File: src/rtl/core/stop_and_wait_arq_backoff_fsm_core_assert.svh
// Assertion macros shared by the core RTL.
// Both macros sample on the rising clock edge and stay quiet while reset is low.
`ifndef STOP_AND_WAIT_ARQ_BACKOFF_FSM_CORE_ASSERT_SVH
`define STOP_AND_WAIT_ARQ_BACKOFF_FSM_CORE_ASSERT_SVH
`ifndef SYNTHESIS
`define SWARQ_ASSERT_IMPLY(lbl, clk_i, rstn_i, ante, cons) \
    lbl: assert property (@(posedge clk_i) disable iff (!rstn_i) (ante) |-> (cons)) \
        else $error("%m: same-cycle check failed");
`define SWARQ_ASSERT_NEXT(lbl, clk_i, rstn_i, ante, cons) \
    lbl: assert property (@(posedge clk_i) disable iff (!rstn_i) (ante) |=> (cons)) \
        else $error("%m: next-cycle check failed");
`else
`define SWARQ_ASSERT_IMPLY(lbl, clk_i, rstn_i, ante, cons)
`define SWARQ_ASSERT_NEXT(lbl, clk_i, rstn_i, ante, cons)
`endif
`endif

File: src/rtl/core/swarq_pkg.sv
`timescale 1ns / 1ps

package swarq_pkg;

    localparam int DRAW_W   = 16;   // random draw, dividend of the slot remainder
    localparam int DIV_W    = 11;   // window 2^e+1, e <= 10
    localparam int SLOT_W   = 16;   // slot length
    localparam int TIMER_W  = 26;   // armed duration
    localparam int CFG_W    = 16;   // widest register
    localparam int CFG_AW   = 3;

    localparam int DIV_STEPS = DRAW_W;  // one quotient bit per cycle
    localparam int MUL_STEPS = DIV_W;   // one multiplier bit per cycle

    localparam logic [3:0] EXP_LIMIT = 4'd10;
    localparam logic [4:0] ATT_SAT   = 5'd31;
    localparam logic [7:0] BO_SAT    = 8'd255;

    typedef enum logic [1:0] {
        MODE_IDLE      = 2'd0,
        MODE_WAIT_ACK  = 2'd1,
        MODE_WAIT_CHAN = 2'd2
    } mode_t;

    typedef enum logic [1:0] {
        OP_TX_REQ     = 2'd0,
        OP_BACKOFF_TO = 2'd1,
        OP_ACK_TO     = 2'd2,
        OP_RX_FRAME   = 2'd3
    } op_t;

    typedef enum logic [2:0] {
        ACT_NONE      = 3'd0,
        ACT_TX        = 3'd1,
        ACT_BACKOFF   = 3'd2,
        ACT_DELIVERED = 3'd3,
        ACT_FAILED    = 3'd4,
        ACT_LISTEN    = 3'd5
    } act_t;

    typedef enum logic [2:0] {
        CFG_SELF_ADDR   = 3'd0,
        CFG_MAX_RETRIES = 3'd1,
        CFG_MAX_BO_EXP  = 3'd2,
        CFG_SLOT_MS     = 3'd3,
        CFG_BASE_POWER  = 3'd4,
        CFG_POWER_STEP  = 3'd5,
        CFG_ACK_WAIT    = 3'd6
    } cfg_idx_t;

    typedef enum logic [1:0] {
        SEQ_ACCEPT = 2'd0,
        SEQ_MOD    = 2'd1,
        SEQ_MUL    = 2'd2,
        SEQ_OUT    = 2'd3
    } seq_t;

    // input word, first field in the highest bits
    typedef struct packed {
        logic        rx_is_ack;
        logic [15:0] rx_id;
        logic [7:0]  rx_dest;
        logic [7:0]  rx_source;
        logic [15:0] random_draw;
        logic        send_ok;
        logic        channel_idle;
        logic [15:0] next_id;
        logic [7:0]  next_dest;
        logic        queue_has_frame;
    } in_word_t;

    localparam int IN_W      = $bits(in_word_t);
    localparam int IN_BYTES  = (IN_W + 7) / 8;

    // result word, first field in the highest bits
    typedef struct packed {
        logic        request_next;
        logic [15:0] report_id;
        logic        stop_timer;
        logic [25:0] timer_ms;
        logic [7:0]  tx_power;
        logic [4:0]  retry_field;
        logic        pop_queue;
    } out_word_t;

    localparam int OUT_W     = $bits(out_word_t);
    localparam int OUT_BYTES = (OUT_W + 7) / 8;

endpackage

File: src/rtl/core/stop_and_wait_arq_backoff_fsm_core.sv
`timescale 1ns / 1ps

// Channel   Dir  Handshake           Payload
// s_*       in   s_tvalid/s_tready   tuser: opcode; tdata: event fields
// m_*       out  m_tvalid/m_tready   tuser: action; tdata: result fields
// cfg_*     in   cfg_we              cfg_addr register index, cfg_wdata value
//
// Events that arm no backoff go from accept straight to the output load.
// A backoff event first runs the bit-serial remainder of the random draw,
// then the shift-add slot multiply, then the output load.
// rst_n is asynchronous; it clears mode, counters and pending frame, and loads
// the register defaults.
// A result held on a stalled m_tready does not block the next accept; a second
// result waits in its stage until the output register frees up.
`include "stop_and_wait_arq_backoff_fsm_core_assert.svh"

module stop_and_wait_arq_backoff_fsm_core
(
    input  logic                                  clk,
    input  logic                                  rst_n,

    input  logic                                  s_tvalid,
    output logic                                  s_tready,
    input  logic [1:0]                            s_tuser,   // opcode
    // queue_has_frame, next_dest, next_id, channel_idle, send_ok,
    // random_draw, rx_source, rx_dest, rx_id, rx_is_ack
    input  logic [swarq_pkg::IN_BYTES*8-1:0]      s_tdata,

    output logic                                  m_tvalid,
    input  logic                                  m_tready,
    output logic [2:0]                            m_tuser,   // action
    // pop_queue, retry_field, tx_power, timer_ms, stop_timer,
    // report_id, request_next
    output logic [swarq_pkg::OUT_BYTES*8-1:0]     m_tdata,

    input  logic                                  cfg_we,
    input  logic [swarq_pkg::CFG_AW-1:0]          cfg_addr,
    input  logic [swarq_pkg::CFG_W-1:0]           cfg_wdata
);

    // configuration
    logic [7:0]  self_addr_reg;
    logic [3:0]  max_retries_reg;
    logic [3:0]  max_bo_exp_reg;
    logic [15:0] slot_ms_reg;
    logic [4:0]  base_power_reg;
    logic [2:0]  power_step_reg;
    logic [15:0] ack_wait_reg;

    // protocol state
    swarq_pkg::mode_t mode_reg, mode_next;
    logic [4:0]       att_reg, att_next;
    logic [7:0]       bo_reg, bo_next;
    logic [7:0]       pdest_reg, pdest_next;
    logic [15:0]      pid_reg, pid_next;

    swarq_pkg::seq_t  seq_reg, seq_next;

    swarq_pkg::in_word_t  in_w;
    swarq_pkg::op_t       op;
    swarq_pkg::out_word_t res;
    swarq_pkg::act_t      act;
    logic                 need_bo;
    logic [3:0]           bo_exp;

    swarq_pkg::out_word_t res_reg;
    swarq_pkg::act_t      act_reg;
    swarq_pkg::out_word_t m_word_reg;
    swarq_pkg::act_t      m_act_reg;
    logic                 m_tvalid_reg;

    logic                          s_accept;
    logic                          out_free;
    logic                          out_load;
    logic                          mod_start;
    logic                          mod_done;
    logic [swarq_pkg::DIV_W-1:0]   mod_rem;
    logic                          mul_start;
    logic                          mul_done;
    logic [swarq_pkg::TIMER_W-1:0] mul_prod;

    assign in_w     = swarq_pkg::in_word_t'(s_tdata[swarq_pkg::IN_W-1:0]);
    assign op       = swarq_pkg::op_t'(s_tuser);
    assign s_accept = s_tvalid && s_tready;
    assign out_free = !m_tvalid_reg || m_tready;

    // ---------------- configuration writes ----------------
    always_ff @(posedge clk or negedge rst_n)
    begin
        if (!rst_n)
        begin
            self_addr_reg   <= 8'd1;
            max_retries_reg <= 4'd3;
            max_bo_exp_reg  <= 4'd5;
            slot_ms_reg     <= 16'd100;
            base_power_reg  <= 5'd2;
            power_step_reg  <= 3'd1;
            ack_wait_reg    <= 16'd500;
        end
        else if (cfg_we)
        begin
            case (swarq_pkg::cfg_idx_t'(cfg_addr))
                swarq_pkg::CFG_SELF_ADDR:   self_addr_reg   <= cfg_wdata[7:0];
                swarq_pkg::CFG_MAX_RETRIES: max_retries_reg <= cfg_wdata[3:0];
                swarq_pkg::CFG_MAX_BO_EXP:  max_bo_exp_reg  <= cfg_wdata[3:0];
                swarq_pkg::CFG_SLOT_MS:     slot_ms_reg     <= cfg_wdata;
                swarq_pkg::CFG_BASE_POWER:  base_power_reg  <= cfg_wdata[4:0];
                swarq_pkg::CFG_POWER_STEP:  power_step_reg  <= cfg_wdata[2:0];
                swarq_pkg::CFG_ACK_WAIT:    ack_wait_reg    <= cfg_wdata;
                default: ;
            endcase
        end
    end

    // ---------------- event decision ----------------
    always_comb
    begin
        logic [4:0]         att_eff;
        logic               go_send;
        logic               go_bo;
        logic               go_fin;
        swarq_pkg::act_t    fin_act;

        res        = '0;
        act        = swarq_pkg::ACT_NONE;
        need_bo    = 1'b0;
        bo_exp     = '0;
        mode_next  = mode_reg;
        att_next   = att_reg;
        bo_next    = bo_reg;
        pdest_next = pdest_reg;
        pid_next   = pid_reg;
        att_eff    = att_reg;
        go_send    = 1'b0;
        go_bo      = 1'b0;
        go_fin     = 1'b0;
        fin_act    = swarq_pkg::ACT_NONE;

        case (mode_reg)
            swarq_pkg::MODE_IDLE:
            begin
                if (op == swarq_pkg::OP_TX_REQ)
                begin
                    if (in_w.queue_has_frame)
                    begin
                        res.pop_queue = 1'b1;
                        pdest_next    = in_w.next_dest;
                        pid_next      = in_w.next_id;
                        att_eff       = '0;
                        att_next      = '0;
                        go_send       = in_w.channel_idle;
                        go_bo         = !in_w.channel_idle;
                    end
                    else
                    begin
                        act = swarq_pkg::ACT_LISTEN;
                    end
                end
            end
            swarq_pkg::MODE_WAIT_CHAN:
            begin
                if (op == swarq_pkg::OP_BACKOFF_TO)
                begin
                    go_send = in_w.channel_idle;
                    go_bo   = !in_w.channel_idle;
                end
            end
            swarq_pkg::MODE_WAIT_ACK:
            begin
                if (op == swarq_pkg::OP_RX_FRAME)
                begin
                    if (in_w.rx_is_ack && (in_w.rx_dest == self_addr_reg) &&
                        (in_w.rx_source == pdest_reg) && (in_w.rx_id == pid_reg))
                    begin
                        res.stop_timer = 1'b1;
                        go_fin         = 1'b1;
                        fin_act        = swarq_pkg::ACT_DELIVERED;
                    end
                end
                else if (op == swarq_pkg::OP_ACK_TO)
                begin
                    if (att_reg > {1'b0, max_retries_reg})
                    begin
                        go_fin  = 1'b1;
                        fin_act = swarq_pkg::ACT_FAILED;
                    end
                    else
                    begin
                        go_send = in_w.channel_idle;
                        go_bo   = !in_w.channel_idle;
                    end
                end
            end
            default:
            begin
                mode_next = swarq_pkg::MODE_IDLE;
            end
        endcase

        // radio refused: back off in place of the send
        if (go_send && !in_w.send_ok)
        begin
            go_send = 1'b0;
            go_bo   = 1'b1;
        end

        if (go_send)
        begin
            bo_next         = '0;
            att_next        = (att_eff != swarq_pkg::ATT_SAT) ? att_eff + 5'd1 : att_eff;
            mode_next       = swarq_pkg::MODE_WAIT_ACK;
            act             = swarq_pkg::ACT_TX;
            res.retry_field = att_eff;
            res.tx_power    = 8'(base_power_reg) + 8'(att_eff) * 8'(power_step_reg);
            res.timer_ms    = swarq_pkg::TIMER_W'(ack_wait_reg);
        end

        if (go_bo)
        begin
            if (bo_reg > {4'd0, max_bo_exp_reg})
            begin
                bo_exp = max_bo_exp_reg;
            end
            else
            begin
                bo_exp = bo_reg[3:0];
            end
            if (bo_exp > swarq_pkg::EXP_LIMIT)
            begin
                bo_exp = swarq_pkg::EXP_LIMIT;
            end
            bo_next   = (bo_reg != swarq_pkg::BO_SAT) ? bo_reg + 8'd1 : bo_reg;
            mode_next = swarq_pkg::MODE_WAIT_CHAN;
            act       = swarq_pkg::ACT_BACKOFF;
            need_bo   = 1'b1;
        end

        if (go_fin)
        begin
            mode_next        = swarq_pkg::MODE_IDLE;
            act              = fin_act;
            res.report_id    = pid_reg;
            res.request_next = 1'b1;
        end
    end

    always_ff @(posedge clk or negedge rst_n)
    begin
        if (!rst_n)
        begin
            mode_reg  <= swarq_pkg::MODE_IDLE;
            att_reg   <= '0;
            bo_reg    <= '0;
            pdest_reg <= '0;
            pid_reg   <= '0;
        end
        else if (s_accept)
        begin
            mode_reg  <= mode_next;
            att_reg   <= att_next;
            bo_reg    <= bo_next;
            pdest_reg <= pdest_next;
            pid_reg   <= pid_next;
        end
    end

    // ---------------- backoff delay units ----------------
    swarq_mod u_mod
    (
        .clk       (clk),
        .rst_n     (rst_n),
        .start     (mod_start),
        .dividend  (in_w.random_draw),
        .exp       (bo_exp),
        .done      (mod_done),
        .remainder (mod_rem)
    );

    swarq_mul u_mul
    (
        .clk     (clk),
        .rst_n   (rst_n),
        .start   (mul_start),
        .mplier  (mod_rem),
        .mcand   (slot_ms_reg),
        .done    (mul_done),
        .product (mul_prod)
    );

    // ---------------- sequencer ----------------
    always_comb
    begin
        seq_next = seq_reg;
        case (seq_reg)
            swarq_pkg::SEQ_ACCEPT:
            begin
                if (s_accept)
                begin
                    seq_next = need_bo ? swarq_pkg::SEQ_MOD : swarq_pkg::SEQ_OUT;
                end
            end
            swarq_pkg::SEQ_MOD:
            begin
                if (mod_done)
                begin
                    seq_next = swarq_pkg::SEQ_MUL;
                end
            end
            swarq_pkg::SEQ_MUL:
            begin
                if (mul_done)
                begin
                    seq_next = swarq_pkg::SEQ_OUT;
                end
            end
            swarq_pkg::SEQ_OUT:
            begin
                if (out_free)
                begin
                    seq_next = swarq_pkg::SEQ_ACCEPT;
                end
            end
            default:
            begin
                seq_next = swarq_pkg::SEQ_ACCEPT;
            end
        endcase
    end

    always_comb
    begin
        s_tready  = 1'b0;
        mod_start = 1'b0;
        mul_start = 1'b0;
        out_load  = 1'b0;
        case (seq_reg)
            swarq_pkg::SEQ_ACCEPT:
            begin
                s_tready  = 1'b1;
                mod_start = s_tvalid && need_bo;
            end
            swarq_pkg::SEQ_MOD:
            begin
                mul_start = mod_done;
            end
            swarq_pkg::SEQ_MUL:
            begin
            end
            swarq_pkg::SEQ_OUT:
            begin
                out_load = out_free;
            end
            default:
            begin
            end
        endcase
    end

    always_ff @(posedge clk or negedge rst_n)
    begin
        if (!rst_n)
        begin
            seq_reg <= swarq_pkg::SEQ_ACCEPT;
        end
        else
        begin
            seq_reg <= seq_next;
        end
    end

    // result stage
    always_ff @(posedge clk)
    begin
        if (s_accept)
        begin
            res_reg <= res;
            act_reg <= act;
        end
        else if ((seq_reg == swarq_pkg::SEQ_MUL) && mul_done)
        begin
            res_reg.timer_ms <= mul_prod;
        end
    end

    // output register
    always_ff @(posedge clk or negedge rst_n)
    begin
        if (!rst_n)
        begin
            m_tvalid_reg <= 1'b0;
        end
        else if (out_load)
        begin
            m_tvalid_reg <= 1'b1;
        end
        else if (m_tready)
        begin
            m_tvalid_reg <= 1'b0;
        end
    end

    always_ff @(posedge clk)
    begin
        if (out_load)
        begin
            m_word_reg <= res_reg;
            m_act_reg  <= act_reg;
        end
    end

    assign m_tvalid = m_tvalid_reg;
    assign m_tuser  = m_act_reg;
    assign m_tdata  = {{(swarq_pkg::OUT_BYTES*8 - swarq_pkg::OUT_W){1'b0}}, m_word_reg};

    // ---------------- checks ----------------
    `SWARQ_ASSERT_IMPLY(a_wait_ack_after_send, clk, rst_n,
        mode_reg == swarq_pkg::MODE_WAIT_ACK, att_reg != 5'd0)
    `SWARQ_ASSERT_NEXT(a_backoff_enters_mod, clk, rst_n,
        s_accept && need_bo, seq_reg == swarq_pkg::SEQ_MOD)
    `SWARQ_ASSERT_NEXT(a_mul_done_to_out, clk, rst_n,
        (seq_reg == swarq_pkg::SEQ_MUL) && mul_done, seq_reg == swarq_pkg::SEQ_OUT)
    `SWARQ_ASSERT_NEXT(a_load_shows_word, clk, rst_n, out_load, m_tvalid)

endmodule

File: src/rtl/core/swarq_mod.sv
`timescale 1ns / 1ps

// Bit-serial remainder: dividend mod (2^exp + 1), one dividend bit per cycle.
module swarq_mod
(
    input  logic                            clk,
    input  logic                            rst_n,
    input  logic                            start,
    input  logic [swarq_pkg::DRAW_W-1:0]    dividend,
    input  logic [3:0]                      exp,
    output logic                            done,
    output logic [swarq_pkg::DIV_W-1:0]     remainder
);

    localparam int CNT_W = $clog2(swarq_pkg::DIV_STEPS);

    logic                           busy_reg;
    logic [CNT_W-1:0]               cnt_reg;
    logic [swarq_pkg::DRAW_W-1:0]   dvd_reg;
    logic [swarq_pkg::DIV_W-1:0]    div_reg;
    logic [swarq_pkg::DIV_W-1:0]    rem_reg;
    logic [swarq_pkg::DIV_W-1:0]    rem_next;
    logic [swarq_pkg::DIV_W:0]      trial;

    always_comb
    begin
        trial = {rem_reg, dvd_reg[swarq_pkg::DRAW_W-1]};
        if (trial >= {1'b0, div_reg})
        begin
            rem_next = swarq_pkg::DIV_W'(trial - {1'b0, div_reg});
        end
        else
        begin
            rem_next = trial[swarq_pkg::DIV_W-1:0];
        end
    end

    assign done      = busy_reg && (cnt_reg == CNT_W'(swarq_pkg::DIV_STEPS - 1));
    assign remainder = rem_next;

    always_ff @(posedge clk or negedge rst_n)
    begin
        if (!rst_n)
        begin
            busy_reg <= 1'b0;
            cnt_reg  <= '0;
        end
        else if (start)
        begin
            busy_reg <= 1'b1;
            cnt_reg  <= '0;
        end
        else if (busy_reg)
        begin
            busy_reg <= !done;
            cnt_reg  <= cnt_reg + CNT_W'(1);
        end
    end

    always_ff @(posedge clk)
    begin
        if (start)
        begin
            dvd_reg <= dividend;
            div_reg <= (swarq_pkg::DIV_W'(1) << exp) + swarq_pkg::DIV_W'(1);
            rem_reg <= '0;
        end
        else if (busy_reg)
        begin
            dvd_reg <= {dvd_reg[swarq_pkg::DRAW_W-2:0], 1'b0};
            rem_reg <= rem_next;
        end
    end

endmodule

File: src/rtl/core/swarq_mul.sv
`timescale 1ns / 1ps

// Shift-add multiplier: slots x slot length, one multiplier bit per cycle.
module swarq_mul
(
    input  logic                            clk,
    input  logic                            rst_n,
    input  logic                            start,
    input  logic [swarq_pkg::DIV_W-1:0]     mplier,
    input  logic [swarq_pkg::SLOT_W-1:0]    mcand,
    output logic                            done,
    output logic [swarq_pkg::TIMER_W-1:0]   product
);

    localparam int CNT_W = $clog2(swarq_pkg::MUL_STEPS);

    logic                           busy_reg;
    logic [CNT_W-1:0]               cnt_reg;
    logic [swarq_pkg::DIV_W-1:0]    mpl_reg;
    logic [swarq_pkg::TIMER_W-1:0]  mcd_reg;
    logic [swarq_pkg::TIMER_W-1:0]  acc_reg;
    logic [swarq_pkg::TIMER_W-1:0]  acc_next;

    // product < 2^26, so the partial sums never wrap
    assign acc_next = mpl_reg[0] ? acc_reg + mcd_reg : acc_reg;
    assign done     = busy_reg && (cnt_reg == CNT_W'(swarq_pkg::MUL_STEPS - 1));
    assign product  = acc_next;

    always_ff @(posedge clk or negedge rst_n)
    begin
        if (!rst_n)
        begin
            busy_reg <= 1'b0;
            cnt_reg  <= '0;
        end
        else if (start)
        begin
            busy_reg <= 1'b1;
            cnt_reg  <= '0;
        end
        else if (busy_reg)
        begin
            busy_reg <= !done;
            cnt_reg  <= cnt_reg + CNT_W'(1);
        end
    end

    always_ff @(posedge clk)
    begin
        if (start)
        begin
            mpl_reg <= mplier;
            mcd_reg <= swarq_pkg::TIMER_W'(mcand);
            acc_reg <= '0;
        end
        else if (busy_reg)
        begin
            mpl_reg <= {1'b0, mpl_reg[swarq_pkg::DIV_W-1:1]};
            mcd_reg <= {mcd_reg[swarq_pkg::TIMER_W-2:0], 1'b0};
            acc_reg <= acc_next;
        end
    end

endmodule

File: config.mk
export PLATFORM = sky130hd
export DESIGN_NAME = stop_and_wait_arq_backoff_fsm_core
export DESIGN_NICKNAME = d
export VERILOG_FILES = /design/src/rtl/core/swarq_pkg.sv /design/src/rtl/core/stop_and_wait_arq_backoff_fsm_core.sv /design/src/rtl/core/swarq_mod.sv /design/src/rtl/core/swarq_mul.sv
export VERILOG_INCLUDE_DIRS = /design/src /design/src/rtl/core
export SDC_FILE = /design/constraint.sdc
export NUM_CORES = 1
export LEC_CHECK = 0
export BUFFER_PORTS_ARGS = -buffer_cell sky130_fd_sc_hd__buf_2
export CORE_MARGIN = 5
export CORE_UTILIZATION = 59
export DETAILED_ROUTE_END_ITERATION = 16
export PLACE_DENSITY = 0.84
export SLEW_MARGIN = 20
export SYNTH_ARGS = -nofsm -noshare
export SYNTH_HDL_FRONTEND = slang
export SYNTH_SLANG_ARGS = --single-unit
File: constraint.sdc
create_clock -name clk -period 4.7 [get_ports clk]
set_input_delay 1.41 -clock clk [delete_from_list [all_inputs] [get_ports clk]]
set_output_delay 1.41 -clock clk [all_outputs]
set_load 0.01 [all_outputs]
==> results by group <==
Run status
  • Status: finished, final reports clean

Pwr
  • Power Dens Cells: 668 nW/µm²
  • Leak pwr: 7.97 nW
  • Peak VDD IR: 0.000413 V
  • PnR Total Power: 12.4 mW

Synthesis
  • Dominant cell type by area after synthesis: edfxtp_1
  • Mean area per synthesized cell: 11.2 µm²
  • Ys async rst share: 0.326
  • Netlist cell types: 72
  • Leading post-synthesis cells by cell area: edfxtp_1 33%, dfrtp_1 14%, dfxtp_1 5.9%, mux2_2 5.3%, ha_1 5.2%
  • Post-synth EDFFs: 176
  • Yosys Warn Count: 0
  • Register area share after synthesis: 0.558
  • Synth Flop Type: edfxtp_1
  • Cells after synthesis: 1,433
  • Register bit total from synthesis: 331
  • Post-Syn Area: 16,000 µm²
  • Share of the synthesized area in the top cell type: 0.330

Setup path
  • Critical path class: in2reg
  • Reg2reg start: mode_reg[1]$_DFFE_PN0P_
  • Worst reg2reg setup slack: 0.83 ns
  • CP startpoint: s_tuser[0]
  • Critical Path Source Type: input pin
  • Req. time, crit path: 4.94 ns
  • Reg2Reg Depth: 15
  • Worst path arrival time: 4.72 ns
  • CP Capture Type: flip-flop
  • Worst setup path end: res_reg[13]$_SDFFCE_PN0P_
  • Worst-path fanout max: 12
  • Reg2reg end: res_reg[13]$_SDFFCE_PN0P_

CTS
  • Post-cts resize count: 0
  • Clk Latency, worst-skew pair: 0.52 ns
  • CTS tree: yes
  • Clock Tree Buf Depth: 3
  • H-tree depth: 2
  • Hold_buf cts: 0
  • CTS clk-pin slew, worst paths: 0.07 ns
  • Clock root cell: clkbuf_16
  • Sink Count: 331
  • Post-CTS Setup Bufs: 0
  • CTS Buf Count: 36

Routing
  • M1 WL: 15.4 mm
  • Metal3 WL: 2.28 mm
  • Antenna viol nets, final: 0
  • First-pass DRT Iterations: 5
  • Max Used Layer: met4
  • Metal2 WL: 17.5 mm
  • Routed vias: 11,530
  • Routed Wire Length: 36.2 mm
  • Vias per cell: 5.82
  • Wire length per cell: 18.3 µm
  • Remaining DRCs: 0
  • Initial DRC count: 803

Floorplanning
  • Die height: 175 µm
  • I/O pin total: 175
  • Die Area: 30,600 µm²
  • Core area: 26,900 µm²
  • Initial Utilization: 0.596
  • Die extent in x: 175 µm
  • Num rows: 60

Finish
  • # diodes: 0
  • Area Overhead vs Synth: 15.6%
  • Layout Utilization: 0.690
  • Commonest non-fill, non-tap cell in the layout: nand2_1
  • Layout cells sized above 1: 0.222
  • Nets: 1,793
  • Most frequent cells in the layout: 204 x nand2_1, 176 x edfxtp_1, 163 x buf_2

STA
  • Final hold viol count: 0
  • Tightest Pin Transition: 1.02 ns
  • Fmax: 224 MHz
  • Crit share post-route: 0.952
  • Clk_skew: 0.0135 ns
  • Setup TNS: 0 ns
  • Max_slew headroom: 0.319
  • Final min period: 4.47 ns
  • Max Slew Vio Count: 0
  • RSZ-0062 raised after global routing: no
  • # setup viols final: 0

Global routing
  • First-pass GRT wire length: 59.8 mm
  • Total GRT Usage: 0.238
  • Gr ovfl total: 0
  • Initial antenna violation count: 0
  • Number of global-route vias before repair: 11,912
  • Largest net degree at the start of global routing: 70

Job
  • Number of max-cap violations: 0

Placed design
  • DP HPWL: 25.1 mm
  • Port bufs: 164
  • GPL Wtd Cong: 0.898

Hold path
  • Worst min-delay path category: reg2reg
## worst max-delay path, stage by stage
cell      delay [ns]
buf_2           0.11
nor4_2          0.31
nand2_1         0.09
buf_4           0.18
and2_1          0.17
nand2_1         0.08
fa_1            0.44
fa_1            0.52
inv_1           0.07
fa_1            0.46
a21o_1          0.19
a21oi_2         0.16
o21bai_1        0.08
a21oi_1         0.21
xor2_1          0.17
nor3_1          0.06
## cell type report
type                       count  area, µm²
timing repair buffer         197       1100
tap                          341        427
clock buffer                  45        996
fill                        1913       8340
clock inverter                21        229
sequential                   331       8950
inverter                      51        191
multi-input combinational    995       6650
## synthesized netlist by cell type, drive strengths merged (37+ instances only)
library cell and number:
mux2 75, nand2 205, mux2i 37, dfxtp 47, nor2 93, inv 50
ha 66, dfrtp 92, clkbuf 44, xnor2 43, a21oi 92, edfxtp 176
o21ai 79
## cell families after synthesis
| group | Yosys count | synth area share |
|---|---|---|
| xor gates and xnor gates | 74 | 0.0404 |
| and+or+nand+nor | 465 | 0.135 |
| buffers and inverters | 112 | 0.0288 |
| DFF | 331 | 0.558 |
| AOI/OAI and AO/OA | 263 | 0.0982 |
| other | 1 | 0.000234 |
| muxes | 112 | 0.0758 |
| adders and majority gates | 75 | 0.0628 |
## metal layers
metal	up-vias	track usage
met2	368	0.402
met4	0	0.0687
met1	5627	0.318
met3	71	0.0450
met5	-	0
li1	5464	-
## metrics by stage
| step | cell area, µm² | hold slack [ns] | std cells | setup slack [ns] |
|---|---|---|---|---|
| final | 18500 | 0.414 | 1981 | 0.227 |
| after global routing | 18500 | 0.423 | 1981 | 0.0392 |
| after CTS | 18500 | 0.415 | 1981 | 0.225 |
| after detailed placement | 17300 | 0.405 | 1915 | -0.263 |
| after global placement | 17300 | 0.402 | 1915 | -0.184 |
| after floorplan | 16100 | 0.400 | 1438 | 0.0111 |
## power breakdown
group	leakage, nW	switching [mW]	internal [mW]	total, mW
registers	3.36	0.616	4.23	4.84
logic	4.00	2.74	1.90	4.64
clock network	0.610	1.15	1.74	2.89
total	7.97	4.51	7.87	12.4
## worst min-delay path by stage
stage | from | endpoint | cells after the start
2_1_floorplan | res_reg[0]$_SDFFCE_PN0P_ | m_tdata[0]$_DFFE_PP_ | 0
3_3_place_gp | res_reg[15]$_DFFE_PP_ | m_tdata[15]$_DFFE_PP_ | 0
3_5_place_dp | res_reg[36]$_SDFFCE_PP0P_ | m_tdata[36]$_DFFE_PP_ | 0
4_1_cts | res_reg[14]$_DFFE_PP_ | m_tdata[14]$_DFFE_PP_ | 0
5_1_grt | res_reg[36]$_SDFFCE_PP0P_ | m_tdata[36]$_DFFE_PP_ | 0
6_report | res_reg[20]$_DFFE_PP_ | m_tdata[20]$_DFFE_PP_ | 0
Note: power is estimated with default switching activity, not from simulation.
